## src/rtl/core/time_weighted_history_ring_unit_defines.svh

```systemverilog
// ----------------------------------------------------------------------------
// Assertion macros for the time weighted history ring
// Shared property forms used by the RTL assertions.
// ----------------------------------------------------------------------------
`ifndef TIME_WEIGHTED_HISTORY_RING_UNIT_DEFINES_SVH
`define TIME_WEIGHTED_HISTORY_RING_UNIT_DEFINES_SVH

// Same-cycle implication, disabled during reset.
`define TWHR_ASSERT_NOW(label, clk, rst, ante, cons) \
  label: assert property (@(posedge clk) disable iff (rst) (ante) |-> (cons)) \
    else $error("twhr assertion failed");

// Next-cycle implication, disabled during reset.
`define TWHR_ASSERT_NEXT(label, clk, rst, ante, cons) \
  label: assert property (@(posedge clk) disable iff (rst) (ante) |=> (cons)) \
    else $error("twhr assertion failed");

`endif

```

## src/rtl/core/twhr_pkg.sv

```systemverilog
// ----------------------------------------------------------------------------
// twhr_pkg
// Types and constants for the time weighted history ring.
// ----------------------------------------------------------------------------
package twhr_pkg;

  localparam int DEFAULT_RING_DEPTH = 16;
  localparam int QUO_BITS = 17;

  localparam logic [15:0] Q_POS_MAX = 16'h7fff;
  localparam logic [15:0] Q_NEG_MIN = 16'h8000;

  typedef struct packed {
    logic [31:0] span;
    logic [31:0] last_tick;
    logic [15:0] hgt;
    logic [15:0] yaw;
    logic [15:0] vy;
    logic [15:0] vx;
  } slot_t;

  typedef enum logic [2:0] {
    ST_IDLE,
    ST_READ,
    ST_MUL_A,
    ST_MUL_B,
    ST_DIV_INIT,
    ST_DIV,
    ST_FIN,
    ST_WRITE
  } state_t;

endpackage

```

## src/rtl/core/time_weighted_history_ring_unit.sv

```systemverilog
// A sample that opens a new slot (empty ring or start flag set) goes straight
// to the slot write; one that lands on a slot with zero span takes a slot
// read and then the slot write. A merge reads the slot, then the one 33x16
// multiplier and the one-bit-a-cycle divider compute the three averages in
// turn, and the slot is written. The ring memory has one registered read port
// and one write port. The input is not ready while an item is at work, and a
// finished result waits in the output register while the next item is taken.
// ----------------------------------------------------------------------------
// time_weighted_history_ring_unit
// Ring of motion-history slots with time-weighted merging of samples.
// ----------------------------------------------------------------------------
`include "time_weighted_history_ring_unit_defines.svh"

module time_weighted_history_ring_unit #(
  parameter int RING_DEPTH = twhr_pkg::DEFAULT_RING_DEPTH
) (
  input  logic         clk,
  input  logic         rst,
  input  logic         s_axis_tvalid,
  output logic         s_axis_tready,
  // stamp_tick, sample_span, vel_x, vel_y, yaw_rate, height
  input  logic [111:0] s_axis_tdata,
  // start_new
  input  logic         s_axis_tuser,
  output logic         m_axis_tvalid,
  input  logic         m_axis_tready,
  // slot_index, avg_vel_x, avg_vel_y, avg_yaw_rate, slot_height,
  // slot_last_tick, slot_span, fill_count, ring_full, zero fill
  output logic [143:0] m_axis_tdata
);

  localparam int AW = (RING_DEPTH > 1) ? $clog2(RING_DEPTH) : 1;
  localparam int CW = $clog2(RING_DEPTH + 1);
  localparam int QB = twhr_pkg::QUO_BITS;

  twhr_pkg::state_t state, state_next;

  twhr_pkg::slot_t mem [RING_DEPTH];
  twhr_pkg::slot_t rd_q;
  twhr_pkg::slot_t wslot;

  logic [AW-1:0] write_pointer;
  logic [AW-1:0] current_slot;
  logic [CW-1:0] valid_count;
  logic [AW-1:0] w_idx;
  logic          is_new;

  logic [31:0]        in_stamp;
  logic [15:0]        in_hgt;
  logic signed [15:0] new_val [0:2];
  logic signed [15:0] old_val [0:2];
  logic [15:0]        w_val   [0:2];
  logic [1:0]         chan;

  logic [31:0] span_q;
  logic [31:0] gap_q;
  logic [31:0] total_q;
  logic [31:0] rd_gap;
  logic [32:0] rd_sum;

  logic signed [32:0] mul_a;
  logic signed [15:0] mul_b;
  logic signed [48:0] prod;
  logic signed [48:0] prod_q;
  logic signed [49:0] num_q;
  logic [49:0]        mag;

  logic [31:0]    rem;
  logic [QB-1:0]  low;
  logic [QB-1:0]  quo;
  logic [4:0]     cnt;
  logic           ovf;
  logic           neg;
  logic [32:0]    rem2;
  logic           ge;
  logic [32:0]    rem_sub;
  logic [QB-1:0]  quo_neg;
  logic [15:0]    sat_val;

  logic          in_take;
  logic          rd_zero;
  logic          wr_go;
  logic [CW-1:0] count_next;
  logic [AW+3:0] idx_wide;
  logic [CW+4:0] cnt_wide;

  // Next state.
  always_comb begin
    state_next = state;
    unique case (state)
      twhr_pkg::ST_IDLE: begin
        if (in_take) begin
          state_next = ((valid_count == '0) || s_axis_tuser) ? twhr_pkg::ST_WRITE
                                                             : twhr_pkg::ST_READ;
        end
      end
      twhr_pkg::ST_READ: begin
        state_next = rd_zero ? twhr_pkg::ST_WRITE : twhr_pkg::ST_MUL_A;
      end
      twhr_pkg::ST_MUL_A:    state_next = twhr_pkg::ST_MUL_B;
      twhr_pkg::ST_MUL_B:    state_next = twhr_pkg::ST_DIV_INIT;
      twhr_pkg::ST_DIV_INIT: state_next = twhr_pkg::ST_DIV;
      twhr_pkg::ST_DIV: begin
        if (cnt == 5'(QB - 1)) begin
          state_next = twhr_pkg::ST_FIN;
        end
      end
      twhr_pkg::ST_FIN: begin
        state_next = (chan == 2'd2) ? twhr_pkg::ST_WRITE : twhr_pkg::ST_MUL_A;
      end
      twhr_pkg::ST_WRITE: begin
        if (wr_go) begin
          state_next = twhr_pkg::ST_IDLE;
        end
      end
      default: state_next = twhr_pkg::ST_IDLE;
    endcase
  end

  // Control outputs.
  always_comb begin
    s_axis_tready = (state == twhr_pkg::ST_IDLE);
    in_take       = s_axis_tvalid && (state == twhr_pkg::ST_IDLE);
    wr_go         = (state == twhr_pkg::ST_WRITE) && (!m_axis_tvalid || m_axis_tready);
  end

  // Shared multiplier, gap and span total.
  always_comb begin
    if (state == twhr_pkg::ST_MUL_A) begin
      mul_a = {1'b0, span_q};
      mul_b = old_val[chan];
    end else begin
      mul_a = {1'b0, gap_q};
      mul_b = new_val[chan];
    end
    prod    = mul_a * mul_b;
    rd_zero = (rd_q.span == '0);
    rd_gap  = in_stamp - rd_q.last_tick;
    rd_sum  = {1'b0, rd_q.span} + {1'b0, rd_gap};
    mag     = num_q[49] ? (~num_q + 50'd1) : num_q;
  end

  // Divider step and saturation.
  always_comb begin
    rem2    = {rem, low[QB-1]};
    ge      = (rem2 >= {1'b0, total_q});
    rem_sub = rem2 - {1'b0, total_q};
    quo_neg = ~quo + QB'(1);
    if (ovf) begin
      sat_val = neg ? twhr_pkg::Q_NEG_MIN : twhr_pkg::Q_POS_MAX;
    end else if (!neg) begin
      sat_val = (quo > QB'(32767)) ? twhr_pkg::Q_POS_MAX : quo[15:0];
    end else begin
      sat_val = (quo > QB'(32768)) ? twhr_pkg::Q_NEG_MIN : quo_neg[15:0];
    end
  end

  // Slot to write and ring bookkeeping.
  always_comb begin
    wslot.vx        = w_val[0];
    wslot.vy        = w_val[1];
    wslot.yaw       = w_val[2];
    wslot.hgt       = in_hgt;
    wslot.last_tick = in_stamp;
    wslot.span      = total_q;
    if (is_new && (valid_count < CW'(RING_DEPTH))) begin
      count_next = valid_count + CW'(1);
    end else begin
      count_next = valid_count;
    end
    idx_wide = {4'b0, w_idx};
    cnt_wide = {5'b0, count_next};
  end

  always_ff @(posedge clk) begin
    rd_q <= mem[current_slot];
    if (wr_go) begin
      mem[w_idx] <= wslot;
    end
  end

  always_ff @(posedge clk) begin
    if (rst) begin
      state         <= twhr_pkg::ST_IDLE;
      write_pointer <= '0;
      current_slot  <= '0;
      valid_count   <= '0;
      m_axis_tvalid <= 1'b0;
    end else begin
      state <= state_next;
      if (wr_go) begin
        m_axis_tvalid <= 1'b1;
        valid_count   <= count_next;
        current_slot  <= w_idx;
        if (is_new) begin
          write_pointer <= (write_pointer == AW'(RING_DEPTH - 1)) ? '0
                                                                  : write_pointer + AW'(1);
        end
      end else if (m_axis_tready) begin
        m_axis_tvalid <= 1'b0;
      end
    end
  end

  always_ff @(posedge clk) begin
    if (in_take) begin
      in_stamp   <= s_axis_tdata[31:0];
      new_val[0] <= s_axis_tdata[63:48];
      new_val[1] <= s_axis_tdata[79:64];
      new_val[2] <= s_axis_tdata[95:80];
      in_hgt     <= s_axis_tdata[111:96];
      w_val[0]   <= s_axis_tdata[63:48];
      w_val[1]   <= s_axis_tdata[79:64];
      w_val[2]   <= s_axis_tdata[95:80];
      total_q    <= {16'b0, s_axis_tdata[47:32]};
      is_new     <= (valid_count == '0) || s_axis_tuser;
      w_idx      <= ((valid_count == '0) || s_axis_tuser) ? write_pointer : current_slot;
    end
    unique case (state)
      twhr_pkg::ST_READ: begin
        span_q     <= rd_q.span;
        gap_q      <= rd_gap;
        old_val[0] <= rd_q.vx;
        old_val[1] <= rd_q.vy;
        old_val[2] <= rd_q.yaw;
        chan       <= 2'd0;
        if (!rd_zero) begin
          total_q <= rd_sum[32] ? 32'hffff_ffff : rd_sum[31:0];
        end
      end
      twhr_pkg::ST_MUL_A: begin
        prod_q <= prod;
      end
      twhr_pkg::ST_MUL_B: begin
        num_q <= {prod_q[48], prod_q} + {prod[48], prod};
      end
      twhr_pkg::ST_DIV_INIT: begin
        neg <= num_q[49];
        ovf <= (mag[49:QB] >= {1'b0, total_q});
        rem <= mag[QB+31:QB];
        low <= mag[QB-1:0];
        quo <= '0;
        cnt <= '0;
      end
      twhr_pkg::ST_DIV: begin
        rem <= ge ? rem_sub[31:0] : rem2[31:0];
        low <= {low[QB-2:0], 1'b0};
        quo <= {quo[QB-2:0], ge};
        cnt <= cnt + 5'd1;
      end
      twhr_pkg::ST_FIN: begin
        w_val[chan] <= sat_val;
        chan        <= chan + 2'd1;
      end
      default: begin
      end
    endcase
    if (wr_go) begin
      m_axis_tdata <= {6'b0, (count_next == CW'(RING_DEPTH)), cnt_wide[4:0],
                       wslot.span, wslot.last_tick, wslot.hgt,
                       wslot.yaw, wslot.vy, wslot.vx, idx_wide[3:0]};
    end
  end

  `TWHR_ASSERT_NOW(a_count_bound, clk, rst, 1'b1, valid_count <= CW'(RING_DEPTH))
  `TWHR_ASSERT_NOW(a_wp_bound, clk, rst, 1'b1, write_pointer <= AW'(RING_DEPTH - 1))
  `TWHR_ASSERT_NOW(a_rem_bound, clk, rst, (state == twhr_pkg::ST_DIV) && !ovf, rem < total_q)
  `TWHR_ASSERT_NEXT(a_result_src, clk, rst, !m_axis_tvalid && !wr_go, !m_axis_tvalid)
  `TWHR_ASSERT_NOW(a_chan_bound, clk, rst, state == twhr_pkg::ST_FIN, chan <= 2'd2)

endmodule

```

## config.mk

```make
export PLATFORM = sky130hd
export DESIGN_NAME = time_weighted_history_ring_unit
export DESIGN_NICKNAME = d
export VERILOG_FILES = /design/src/rtl/core/twhr_pkg.sv /design/src/rtl/core/time_weighted_history_ring_unit.sv
export VERILOG_INCLUDE_DIRS = /design/src /design/src/rtl/core
export SDC_FILE = /design/constraint.sdc
export NUM_CORES = 2
export LEC_CHECK = 0
export BUFFER_PORTS_ARGS = -buffer_cell sky130_fd_sc_hd__buf_2
export CAP_MARGIN = 30
export CORE_ASPECT_RATIO = 1.2
export CORE_MARGIN = 3
export CORE_UTILIZATION = 40
export DETAILED_ROUTE_END_ITERATION = 8
export PLACE_DENSITY_LB_ADDON = 0.2
export SLEW_MARGIN = 5
export SYNTH_ARGS = -nofsm -noshare
export SYNTH_HDL_FRONTEND = slang
export SYNTH_SLANG_ARGS = --single-unit
```

## constraint.sdc

```tcl
create_clock -name clk -period 24.6 [get_ports clk]
set_clock_uncertainty 0.2 [all_clocks]
set_input_delay 2.46 -clock clk [delete_from_list [all_inputs] [get_ports clk]]
set_output_delay 2.46 -clock clk [all_outputs]
set_load 0.02 [all_outputs]
```

; ---- Word-level counts from Yosys, hierarchy flattened
; Memory sizes are Yosys's and may differ from the RTL's. A register that Yosys moved wholly into a read port is not among the register bits.
; Index checks and enable logic that the tools add are counted.
; W data, S select, Z words.
[word_totals]
output_inout_bits = 146
romBits = 0
n_memories = 4
elab_cells = 116
latchBits = 0
ramBits = 2192
ff_bits = 478
inputBits = 117
[classes]
addsub = 10
mux = 43
reduce_logical = 15
shift = 0
bitwise_logic = 2
multipliers = 1
n_div = 0
eq_ne = 14
order_cmp = 5
[mem_list]
columns = memory, words, word_bits, read_ports, rd_clocked_by_memory_dff, write_ports, line
row1 = mem, 16, 128, 1, 1, 1, time_weighted_history_ring_unit.sv:38  ; twhr_pkg::slot_t mem [RING_DEPTH];
row2 = new_val, 3, 16, 1, 1, 3, time_weighted_history_ring_unit.sv:50  ; logic signed [15:0] new_val [0:2];
row3 = old_val, 3, 16, 1, 1, 3, time_weighted_history_ring_unit.sv:51  ; logic signed [15:0] old_val [0:2];
row4 = w_val, 3, 16, 3, 0, 3, time_weighted_history_ring_unit.sv:52  ; logic [15:0] w_val [0:2];
[op_table]
columns = op, n
row1 = $mux W32, 6
row2 = $mux W16, 7
row3 = $pmux W17 S2, 2
row4 = $ge A33 B32 Y1, 2
row5 = $pmux W32 S2, 1
row6 = $sub A32 B32 Y32, 2
row7 = $add A49 B49 Y50, 1
row8 = $add A50 B1 Y50 const B, 1
row9 = $mux W50, 1
row10 = $not A50 Y50, 1
row11 = $mul A33 B16 Y49, 1
row12 = $add A32 B32 Y33, 1
row13 = $logic_not A32 Y1, 1
row14 = $pmux W3 S8, 1
row15 = $mux W3, 6
row16 = $gt A17 B15 Y1 const B, 1
row17 = $gt A17 B16 Y1 const B, 1
row18 = $add A16 B1 Y16 const B, 1
row19 = $not A16 Y16, 1
row20 = $reduce_or A16 Y1, 1
row21 = $eq A3 B3 Y1 const B, 4
row22 = $mux W1, 11
row23 = $add A5 B1 Y5 const B, 2
row24 = $eq A5 B5 Y1 const B, 2
row25 = other kinds (22), 32

; ---- Depth between registers and ports, before layout
[depth]
depth_word = 6
mapped_depth = 43
mapped_depth_nobuf = 39

; ---- Worst setup path after synthesis
; Ideal clock, no wire load.
[synth_timing]
kind = input to register
start = input port m_axis_tready
end = memory mem[2][0] (netlist bit) (enable)
path_stages = 6
t_required_ps = 23542
n_path_buf = 1
slack_ps = 5899
arrival_time_ps = 17643
setup_ps = 858
cell_sequence = nand2b_1 nand2b_1 inv_1 clkbuf_1 nand2_1 nor4_1
[synth_between]
elab_chain_cells = 4
[synth_rtl]
columns = element, line
row1 = from (decl), time_weighted_history_ring_unit.sv:26  ; input logic m_axis_tready,
row2 = $logic_or A1 B1 Y1, time_weighted_history_ring_unit.sv:124  ; wr_go = (state == twhr_pkg::ST_WRITE) && (!m_axis_tvalid || m_axis_tready);
row3 = $logic_and A1 B1 Y1, time_weighted_history_ring_unit.sv:124
row4 = net wr_go, time_weighted_history_ring_unit.sv:82  ; logic wr_go;
row5 = $mux W1, time_weighted_history_ring_unit.sv:177  ; if (wr_go) begin
row6 = $mux W1 (not written as such), time_weighted_history_ring_unit.sv:178  ; mem[w_idx] <= wslot;
row7 = to (decl), time_weighted_history_ring_unit.sv:38
; The timed path passes the listed nets, and every way through them passes these cells.

; ---- Worst setup path in the final report
[layout_timing]
start = register state[1]
end = register num_q[48], data pin
[layout_between]
elab_chain_cells = 4
elab_cells_between_ends = 5
classes_between = 1 x add/sub / 1 x mul / 1 x eq/ne / 2 x mux
[layout_rtl]
columns = element, line
row1 = from (decl), time_weighted_history_ring_unit.sv:36  ; twhr_pkg::state_t state, state_next;
row2 = from (signal assigned), time_weighted_history_ring_unit.sv:184  ; state <= twhr_pkg::ST_IDLE;
row3 = from (signal assigned), time_weighted_history_ring_unit.sv:190  ; state <= state_next;
row4 = $eq A3 B2 Y1 *, time_weighted_history_ring_unit.sv:129  ; if (state == twhr_pkg::ST_MUL_A) begin
row5 = $mux W32 / $mux W16 (equally long branches), time_weighted_history_ring_unit.sv:129
row6 = $mul A33 B16 Y49 *, time_weighted_history_ring_unit.sv:136  ; prod = mul_a * mul_b;
row7 = net prod[21], time_weighted_history_ring_unit.sv:63  ; logic signed [48:0] prod;
row8 = $add A49 B49 Y50 *, time_weighted_history_ring_unit.sv:235  ; num_q <= {prod_q[48], prod_q} + {prod[48], prod};
row9 = to (signal assigned), time_weighted_history_ring_unit.sv:235
row10 = to (decl), time_weighted_history_ring_unit.sv:65  ; logic signed [49:0] num_q;
; The timed path passes the listed nets; every way through them passes the cells marked *.
; A chain may end at the register's enable or synchronous reset.

==> results.toml <==
[synthesis]
synth_top_family_by_area = "multiplexers"
synth_edf_count = 2365
synth-adder-area-share = 0.1087
synth_area_mm2 = 0.1172
synthSimpleGateAreaFrac = 0.04563
synth_xor_area_frac = 0.01778
synthMuxAreaShare = 0.1192
ys_ff_latch = 2528
ys_seq_area_frac = 0.6335
synth-compound-area-share = 0.04492
synthFlopType = "edfxtp_1"
yosys_warnings = 0
syn_inst = 7209
netlist-cell-type-count = 79
synth.avg_cell_area_um2 = 16.26
synthArstFlopShare = 0

[place]
hpwl_mm = 209.3
routabilityCongestion = 0.9164
io_buffers = 256
pre_cts_ws_ns = 13.05

[setup_path]
slowest_stage = "buf_4"
worstSetupStartpoint = "state[1]"
cpMostUsedCell = "fa_1"
critPathRequiredTime_ns = 24.97
worstRegToRegCells = 36
worst_setup_path_start_kind = "flop"
critPathMaxFanout = 56
crit_end = "num_q[48]"
critPathMaxStageDelay_ns = 0.74
crit_type = "reg2reg"
rr_startpoint = "state[1]"
timing.rr.end = "num_q[48]"
r2r_setup_slack_ns = 12.81
critPathCaptureType = "flop"
cp.arrival_ns = 12.15

[layout]
regArea_mm2 = 0.07430
multi_input_area_mm2 = 0.03961
drive_gt1_frac = 0.1880
fin_util = 0.4538
nets = 8465
fillers = 25240
area_delta_synth_final_pct = 12.77

[detailed_routing]
routedWlPerCell_um = 27.72
routed_wl_mm = 322.1
post_drt_via_cell_ratio = 5.528
dr.first_iter.drc_count = 5896
vias = 64260
drt_first_pass_iters = 8
drcViolationCount = 0
antenna_left = 0

[clock_tree]
cts_made_buffers = 241
cts_resized = 0
cts_hold_buf = 0
clock_insertion_delay_worst_skew_ns = 0.92
cts_tree = "yes"
cts.sinks = 2528
cts_post_setup_buffers_inserted = 0
cts.clk_slew.worst_paths_ns = 0.06
cts.htree.levels = 4
root_buffer = "clkbuf_16"
cts_buffer_depth = 4

[floorplan]
chipHeight_um = 599.1
start_util = 0.4025
dieArea_mm2 = 0.2997
io_pins = 263
num_rows = 217
core-area_mm2 = 0.2913
die_w_um = 500.2

[min_path]
hold_class = "reg2reg"
whs_path_depth = 0

[global_routing]
overflow = 0
grt_first_pass_wirelength_mm = 468.4
grt_util_all_layers = 0.2138
grt_max_degree = 141
grt_pass1_vias = 66730
grt_antenna_before_repair = 19

[sta]
worst_slew_pin_slew_ns = 1.062
fmax_ghz = 0.08483
worst_slack_ns = 12.81
setup_violations = 0
maxSlewViolCount = 0
min_period_ns = 11.79
period_share = 0.4792
whs_ns = 0.2042
rsz0062_at_grt = "false"
hold_violations = 0
setup_tns_ns = 0
max-slew-margin-rel = 0.2714

[run]
cap_viol_max_count = 0

[outcome]
status = "finished clean"
-- flip-flops by register name, summed over array words and instances (netlist names), 4 cells and up, named ones only --
register	flops
mem	1792
m_axis_tdata	138
rd_q	112
num_q	50
prod_q	49
new_val	48
old_val	48
w_val	48
gap_q	32
in_stamp	32
rem	32
span_q	32
total_q	32
low	17
quo	17
in_hgt	16
cnt	5
valid_count	5
current_slot	4
w_idx	4
write_pointer	4
-- per-layer routing --
metal / share of wire / global-route usage
met1: 0.42 / 0.2878
met2: 0.50 / 0.3643
met3: 0.054 / 0.02946
met4: 0.029 / 0.06013
met5: 0.000040 / 0
-- stage by stage --
step,area [um2],cells
2_1_floorplan,117300,7214
3_3_place_gp,123600,11150
3_5_place_dp,124000,11170
4_1_cts,132100,11610
5_1_grt,132200,11620
6_report,132200,11620
-- logic make-up (layout without fill, tap and decap cells) --
family | after synthesis | in the layout
compound gates | 839 | 839
xor+xnor | 238 | 238
fa+ha+maj | 765 | 765
buf+inv | 935 | 1503
flops | 2528 | 2528
mux | 672 | 672
other cells | 1 | 15
simple gates | 1231 | 1231
-- area by class of cell --
class	instances	share of cell area
well taps	3832	0.03626
multi-input cells	3751	0.2996
clock inverters	120	0.01113
flip-flops and latches	2528	0.5619
repair buffers	423	0.02231
inverters	638	0.01821
clock buffers	322	0.05036
diodes	9	0.0001703
-- worst min path at each step --
stage	slack, ns	start	endpoint
final	0.20	rd_q[30]	old_val[1][14]
after global routing	0.21	rd_q[24]	old_val[1][8]
after CTS	0.20	rd_q[10]	old_val[0][10]
after detailed placement	0.19	rd_q[10]	old_val[0][10]
after global placement	0.19	rd_q[10]	old_val[0][10]
after floorplan	0.19	rd_q[0]	old_val[0][0]
-- synth_stat cells (20+ instances only) --
| cell type | count | share of area |
|---|---|---|
| a211oi_1 | 26 | 0.0017 |
| a21o_1 | 117 | 0.0075 |
| a21oi_1 | 266 | 0.011 |
| a31oi_1 | 30 | 0.0016 |
| and3_1 | 31 | 0.0017 |
| buf_1 | 67 | 0.0021 |
| clkbuf_1 | 221 | 0.0071 |
| dfxtp_1 | 163 | 0.028 |
| edfxtp_1 | 2365 | 0.61 |
| fa_1 | 422 | 0.072 |
| ha_1 | 343 | 0.037 |
| inv_1 | 636 | 0.020 |
| mux2_2 | 36 | 0.0035 |
| mux2i_1 | 60 | 0.0051 |
| mux4_2 | 576 | 0.11 |
| nand2_1 | 508 | 0.016 |
| nand2b_1 | 36 | 0.0019 |
| nand3_1 | 45 | 0.0019 |
| nand4_1 | 34 | 0.0018 |
| nor2_1 | 415 | 0.013 |
| nor2b_1 | 33 | 0.0018 |
| nor3_1 | 34 | 0.0015 |
| nor4_1 | 20 | 0.0011 |
| o21a_1 | 33 | 0.0021 |
| o21ai_0 | 150 | 0.0064 |
| o21ai_1 | 34 | 0.0015 |
| o21bai_1 | 33 | 0.0021 |
| o31ai_1 | 28 | 0.0018 |
| or3_1 | 22 | 0.0012 |
| xnor2_1 | 142 | 0.011 |
| xor2_1 | 96 | 0.0072 |
-- critical path, delay by kind of cell, from the launching register on --
family,cells,cell delay [ns]
xor gates and xnor gates,2,0.31
muxes,1,0.39
AOI/OAI and AO/OA,15,3.81
buffers and inverters,6,1.44
adders and majority gates,8,3.72
and+or+nand+nor,4,0.99
DFF,1,0.56
-- layout by cell type, fill, tap and decap left out, types with 150 or more instances in the layout --
| cell type | n |
|---|---|
| a21oi_1 | 257 |
| buf_2 | 258 |
| clkbuf_16 | 243 |
| dfxtp_1 | 158 |
| edfxtp_1 | 2365 |
| fa_1 | 422 |
| ha_1 | 343 |
| inv_1 | 635 |
| mux4_2 | 576 |
| nand2_1 | 507 |
| nor2_1 | 403 |
| o21ai_0 | 150 |
Power is left out: the tool's default activity adds up to more than one toggle a clock period on the data nets, which glitch-free logic cannot reach.
